**src/hdl/qvt_pkg.sv**
```systemverilog
// qvt_pkg: shared types and constants of the quaternion vertex transform.
// Holds the register map, the configuration struct and the matrix type.
// No dependencies.
`timescale 1ns / 1ps
`default_nettype none

package qvt_pkg;

    // register field widths
    localparam int SCALE_W    = 16;
    localparam int QUAT_W     = 16;
    localparam int OFF_W      = 32;
    localparam int CFG_DATA_W = 32;
    localparam int CFG_IDX_W  = 3;

    // quaternion products and matrix entries
    localparam int QPROD_W   = 2 * QUAT_W;   // q*q, frac 28
    localparam int M28_W     = QPROD_W + 2;  // 2*(a+b) or one-2*(a+b)
    localparam int MAT_DROP  = 12;           // frac 28 -> frac 16
    localparam int MAT_W     = M28_W - MAT_DROP;

    localparam logic [SCALE_W-1:0]       SCALE_RESET = 16'd256;
    localparam logic signed [QUAT_W-1:0] QUAT_ONE    = 16'sd16384;

    // register map
    typedef enum logic [CFG_IDX_W-1:0] {
        REG_SCALE    = 3'd0,
        REG_QUAT_X   = 3'd1,
        REG_QUAT_Y   = 3'd2,
        REG_QUAT_Z   = 3'd3,
        REG_QUAT_W   = 3'd4,
        REG_OFFSET_X = 3'd5,
        REG_OFFSET_Y = 3'd6,
        REG_OFFSET_Z = 3'd7
    } cfg_index_t;

    typedef struct packed {
        logic [SCALE_W-1:0]       scale;
        logic signed [QUAT_W-1:0] qx;
        logic signed [QUAT_W-1:0] qy;
        logic signed [QUAT_W-1:0] qz;
        logic signed [QUAT_W-1:0] qw;
        logic [OFF_W-1:0]         off_x;
        logic [OFF_W-1:0]         off_y;
        logic [OFF_W-1:0]         off_z;
    } cfg_t;

    // rotation matrix, Q.16, entry (r,c) at index r*3+c
    typedef logic signed [MAT_W-1:0] mat_elem_t;
    typedef mat_elem_t [8:0] mat_t;

endpackage

`default_nettype wire

```
**src/hdl/qvt_cfg_regs.sv**
```systemverilog
// qvt_cfg_regs: configuration register file with plain write port.
// Depends on qvt_pkg.
`timescale 1ns / 1ps
`default_nettype none

module qvt_cfg_regs (
    input  wire logic                           clk,
    input  wire logic                           rst_n,
    input  wire logic                           cfg_write,
    input  wire logic [qvt_pkg::CFG_IDX_W-1:0]  cfg_index,
    input  wire logic [qvt_pkg::CFG_DATA_W-1:0] cfg_data,
    output qvt_pkg::cfg_t                       cfg
);
    import qvt_pkg::*;

    cfg_t cfg_reg;
    cfg_t cfg_next;

    // write decode
    always_comb
    begin
        cfg_next = cfg_reg;
        if (cfg_write)
        begin
            unique case (cfg_index_t'(cfg_index))
                REG_SCALE:    cfg_next.scale = cfg_data[SCALE_W-1:0];
                REG_QUAT_X:   cfg_next.qx    = $signed(cfg_data[QUAT_W-1:0]);
                REG_QUAT_Y:   cfg_next.qy    = $signed(cfg_data[QUAT_W-1:0]);
                REG_QUAT_Z:   cfg_next.qz    = $signed(cfg_data[QUAT_W-1:0]);
                REG_QUAT_W:   cfg_next.qw    = $signed(cfg_data[QUAT_W-1:0]);
                REG_OFFSET_X: cfg_next.off_x = cfg_data[OFF_W-1:0];
                REG_OFFSET_Y: cfg_next.off_y = cfg_data[OFF_W-1:0];
                REG_OFFSET_Z: cfg_next.off_z = cfg_data[OFF_W-1:0];
                default:      cfg_next = cfg_reg;
            endcase
        end
    end

    // identity transform after reset
    always_ff @(posedge clk or negedge rst_n)
    begin
        if (!rst_n)
        begin
            cfg_reg.scale <= SCALE_RESET;
            cfg_reg.qx    <= '0;
            cfg_reg.qy    <= '0;
            cfg_reg.qz    <= '0;
            cfg_reg.qw    <= QUAT_ONE;
            cfg_reg.off_x <= '0;
            cfg_reg.off_y <= '0;
            cfg_reg.off_z <= '0;
        end
        else
        begin
            cfg_reg <= cfg_next;
        end
    end

    assign cfg = cfg_reg;

endmodule

`default_nettype wire

```
**config.mk**
```make
export PLATFORM = sky130hd
export DESIGN_NAME = qvt_cfg_regs
export DESIGN_NICKNAME = d
export VERILOG_FILES = /design/src/hdl/qvt_pkg.sv /design/src/hdl/qvt_cfg_regs.sv
export SDC_FILE = /design/constraint.sdc
export NUM_CORES = 1
export LEC_CHECK = 0
export BUFFER_PORTS_ARGS = -buffer_cell sky130_fd_sc_hd__buf_4
export CAP_MARGIN = 20
export CORE_ASPECT_RATIO = 0.9
export CORE_MARGIN = 3
export CORE_UTILIZATION = 51
export DETAILED_ROUTE_END_ITERATION = 7
export GPL_ROUTABILITY_DRIVEN = 0
export PLACE_DENSITY = 0.76
export SLEW_MARGIN = 20
export SYNTH_ARGS = -nofsm -noshare
export SYNTH_HDL_FRONTEND = slang
export SYNTH_SLANG_ARGS = --single-unit
```
**constraint.sdc**
```tcl
create_clock -name clk -period 0.8 [get_ports clk]
set_input_delay 0 -clock clk [delete_from_list [all_inputs] [get_ports clk]]
set_output_delay 0 -clock clk [all_outputs]
set_load 0.01 [all_outputs]
```
==> results of run 1 <==
## cells by family after synthesis
logic type             Yosys count  synth area share (%)
multiplexers                   176                 30.30
flip-flops                     176                 66.12
buffers and inverters           21                 2.196
AND/OR/NAND/NOR                  8                 1.389
## timing repair
item / in CTS
endpoints found under the hold margin: 352
setup buffers: 69
hold buffers: 33
endpoints found under the setup margin: 177
resized for setup: 204
## stage by stage
step           instance area (um2)  instances  utilization, %  TNS [ps]
3_5_place_dp                  8974        761           72.31    -59700
4_1_cts                      11270        895           90.79    -34970
3_3_place_gp                  8974        761           72.31    -56540
2_1_floorplan                 6992        381               -    -40470
==> metrics.md, run 1 <==
| Metric | Value |
|---|---|
| Result of the run | `stopped before the end` |
| Fail Step | `global routing` |
| First error | `[ERROR DPL-0033] detailed placement checks failed during check placement.` |
| Root Buffer | `sky130_fd_sc_hd__clkbuf_16` |
| Inserted Clock Buffers | `17` |
| Worst endpoint type | `primary output` |
| Number of port buffers | `213` |
| Dominant synthesized flop cell | `sky130_fd_sc_hd__dfrtp_1` |
| Antenna violations before repair | `1` |
| Average cell area after synthesis | `17.49 um2` |
| Mapped cell area | `6665 um2` |
| Fraction of the yosys area taken by sequential cells | `66.12%` |
| Area fraction of the dominant cell type after synthesis | `65.33%` |
| Largest net degree at the start of global routing | `50` |
| Last worst endpoint in the global-route repair_timing | `cfg[110]` |
| Net count of the mapped netlist | `419` |
| Total half-perimeter wirelength after legalization and detailed placement | `11.72 mm` |
| Synth cell count leaders | `174 x sky130_fd_sc_hd__dfrtp_1, 166 x sky130_fd_sc_hd__mux2_2, 15 x sky130_fd_sc_hd__buf_2` |
| Longest Clk Path Bufs | `2` |
| Die height | `114.5 um` |
| Ranking of synthesized cells by area | `sky130_fd_sc_hd__dfrtp_1 65%, sky130_fd_sc_hd__mux2_2 28%, sky130_fd_sc_hd__mux2_4 2.3%` |
| Most frequently used cell type in the post-synthesis netlist | `sky130_fd_sc_hd__dfrtp_1` |
| Number of synthesized register bits | `176` |
| Async set-reset flop share out of synthesis | `100.0%` |
| Yosys synthesis warning count | `0` |
| CTS sink cnt | `176` |
| Site Rows | `38` |
| Effective utilization at floorplan | `53.71%` |
| Gate count of the mapped netlist | `381` |
| Count of boundary I/O pins | `214` |
| Number of enable-type register cells in the synthesized netlist | `0` |
| Worst setup timing slack at the placement stage | `-410.9 ps` |
| Distinct cell type count of the synthesized netlist | `12` |
| Die X | `126.5 um` |
| H-tree levels | `4` |
| Yosys top cell by area | `sky130_fd_sc_hd__dfrtp_1` |
==> inputs of run 2 (changes only) <==
Settings changed: CORE_ASPECT_RATIO 0.9 to unset, CORE_UTILIZATION 51 to 40, PLACE_DENSITY 0.76 to unset, PLACE_DENSITY_LB_ADDON set to 0.15.
==> run 2 against run 1 <==
The flow now finishes, with violations (hold timing, setup timing). Synthesized area stayed put. Synthesized cell count stayed put.
==> metrics.md, run 2 <==
| Metric | Value |
|---|---|
| Result of the run | `finished with violations` |
| Violations in the final reports | `hold timing, setup timing` |
| Global-route usage over all layers | `20.43%` |
| Hold Violations, Final | `2` |
| Post-synthesis to final-layout area growth | `73.76%` |
| Area of all placed cells without fillers | `11580 um2` |
| Most frequently used cell type in the post-synthesis netlist | `sky130_fd_sc_hd__dfrtp_1` |
| Average detailed-routed wire length per instance | `20.16 um` |
| Buffers plus inverters on the worst setup path | `1` |
| Cell class contributing the biggest share of worst-path delay | `flip-flops` |
| Core outline area | `16120 um2` |
| Site Rows | `46` |
| Longest Clk Path Bufs | `2` |
| Inserted Clock Buffers | `17` |
| Data arrival time of the critical path | `1070 ps` |
| Worst Max-Slew Pin Slew | `274.6 ps` |
| Total power divided by cell area | `2729 nW/um2` |
| Number of synthesized register bits | `176` |
| Cell chain of the critical path | `buf_6` |
| Root Buffer | `sky130_fd_sc_hd__clkbuf_16` |
| Path depth of the worst reg2reg path | `2` |
| Critical Path Max Stage Delay | `550 ps` |
| Critical path fanouts, max | `2` |
| Leakage power total | `5.612 nW` |
| Drt initial violations | `109` |
| Launching element type of the critical path | `flop` |
| Endpoint class of the critical path | `output pin` |
| Synth cell count leaders | `174 x sky130_fd_sc_hd__dfrtp_1, 166 x sky130_fd_sc_hd__mux2_2, 15 x sky130_fd_sc_hd__buf_2` |
| Final antenna-violating net count | `0` |
| Net count of the mapped netlist | `419` |
| Net count reported at finish | `772` |
| Yosys synthesis warning count | `0` |
| Die X | `135.1 um` |
| CTS sink cnt | `176` |
| Area after detailed placement | `9051 um2` |
| Worst ir drop on vdd | `1785 uV` |
| Die footprint | `18250 um2` |
| Final-report setup violation count | `255` |
| Part of the cycle the worst path needs | `133.8%` |
| Number of port buffers | `213` |
| RSZ-0062 raised after global routing | `yes` |
| Leading cell type in the layout, fill and taps excluded | `sky130_fd_sc_hd__buf_6` |
| Largest net degree at the start of global routing | `48` |
| Effective utilization at floorplan | `41.36%` |
| Wire length reported by the detailed router | `19.40 mm` |
| Number of maximum-capacitance constraint violations | `0` |
| CTS tree | `done` |
| Dominant synthesized flop cell | `sky130_fd_sc_hd__dfrtp_1` |
| Terminus of the critical flop-to-flop path | `cfg[171]` |
| Fmax | `934.4 MHz` |
| Via total after detailed routing | `4602` |
| Worst setup timing slack at the placement stage | `-451.0 ps` |
| Worst reg2reg startpoint | `cfg[171]` |
| Count of boundary I/O pins | `214` |
| Reg2reg setup slack | `-130 ps` |
| Yosys top cell by area | `sky130_fd_sc_hd__dfrtp_1` |
| Antenna diode instance count | `0` |
| DRC Markers | `0` |
| Area fraction of the dominant cell type after synthesis | `65.33%` |
| Count of placed standard cells including taps | `818` |
| Critical path's slowest cell | `sky130_fd_sc_hd__dfstp_2` |
| Highest-count cells in the layout ignoring fill and taps | `240 x sky130_fd_sc_hd__buf_6, 174 x sky130_fd_sc_hd__dfrtp_1, 95 x sky130_fd_sc_hd__mux2_4, 81 x sky130_fd_sc_hd__mux2_2, 67 x sky130_fd_sc_hd__buf_4` |
| Number of slew-limit violations in the final report | `0` |
| Vias in the first global route | `4934` |
| Number of enable-type register cells in the synthesized netlist | `0` |
| Fraction of the yosys area taken by sequential cells | `66.12%` |
| Ranking of synthesized cells by area | `sky130_fd_sc_hd__dfrtp_1 65%, sky130_fd_sc_hd__mux2_2 28%, sky130_fd_sc_hd__mux2_4 2.3%` |
| Gate count of the mapped netlist | `381` |
| Drt pass-1 iters | `4` |
| Total power of the final layout | `31.61 mW` |
| Async set-reset flop share out of synthesis | `100.0%` |
| Total half-perimeter wirelength after legalization and detailed placement | `11.91 mm` |
| Time the worst path needs with I/O delays and setup | `1070 ps` |
| Max-slew headroom | `81.70%` |
| Worst-skew pair later-pin latency | `420 ps` |
| Grt ovf | `0` |
| Clk slew on worst S/H paths | `70 ps` |
| Non-filler instance count after layout | `962` |
| Global-route wire length before repair | `28.36 mm` |
| H-tree levels | `4` |
| Mapped cell area | `6665 um2` |
| Path type of the worst min-delay path | `input pin to asynchronous set/reset pin` |
| Max reg flops | `176` |
| WP depth | `1` |
| Antenna violations before repair | `0` |
| Hold slack final | `-2.004 ps` |
| Hold Buf Count CTS | `33` |
| Average cell area after synthesis | `17.49 um2` |
| Layout cells sized above 1 | `71.72%` |
| Distinct cell type count of the synthesized netlist | `12` |
| Data required time of the critical path | `800 ps` |
| Setup skew after layout | `0 ps` |
| Die height | `135.1 um` |
| Fin worst setup slack | `-270.2 ps` |
| Per-cell via count in the routed design | `4.784` |
| Final-layout setup total negative slack | `-33410 ps` |
| Class of the most critical setup path | `flop to output pin` |
[run 2: cell counts after synthesis]
Identical to the previous run, type by type.
[run 2: timing repair]
item                                    in CTS  in global routing
pin swaps                                    0                  1
cloned                                       0                  1
buffers inserted                            63                 16
endpoints found under the setup margin     177                270
endpoints found under the hold margin      352                  7
resized for setup                          189                 76
[run 2: worst max path at each step]
| stage | start | slack, ps | to |
|---|---|---|---|
| 3_5_place_dp | cfg_index[1] | -450 | cfg[87] |
| 3_3_place_gp | cfg_index[1] | -430 | cfg[95] |
| 6_report | cfg[110] | -270 | cfg[110] |
| 4_1_cts | cfg[110] | -280 | cfg[110] |
| 2_1_floorplan | cfg_index[1] | -410 | cfg[166] |
| 5_1_grt | cfg[110] | -310 | cfg[110] |
[run 2: cell families after synthesis]
group | synth area share [%]
flops | 66.12
mux | 30.30
simple gates | 1.389
buf+inv | 2.196
[run 2: cell type report]
cell class              instances  area [um2]
clock inverters                11       130.1
clock buffers                  20       456.7
repair buffers                355        3841
multi-input cells             184        2476
flip-flops and latches        176        4407
well taps                     216       270.3
fillers                      1024        4534
[run 2: where the power goes]
part	leakage, nW	switching (mW)	internal (mW)
logic	3.23	3.43	7.41
registers	2.11	1.63	10.9
clock network	0.276	3.47	4.78
[run 2: per-stage QoR]
step / hold slack [ps] / util [%]
3_3_place_gp: -125.9 / 56.16
2_1_floorplan: -295.6 / -
3_5_place_dp: -127.2 / 56.16
5_1_grt: -4.216 / 71.86
6_report: -2.004 / 71.86
4_1_cts: -13.65 / 69.19
[run 2: routing by layer]
metal	vias up	share of wire (%)	GRT usage [%]
met3	20	7.2	6.818
met2	154	50	33.57
li1	2052	-	-
met4	0	1.2	5.879
met1	2376	41	25.94
met5	-	0	0
Power figures use the tool's default switching activity.
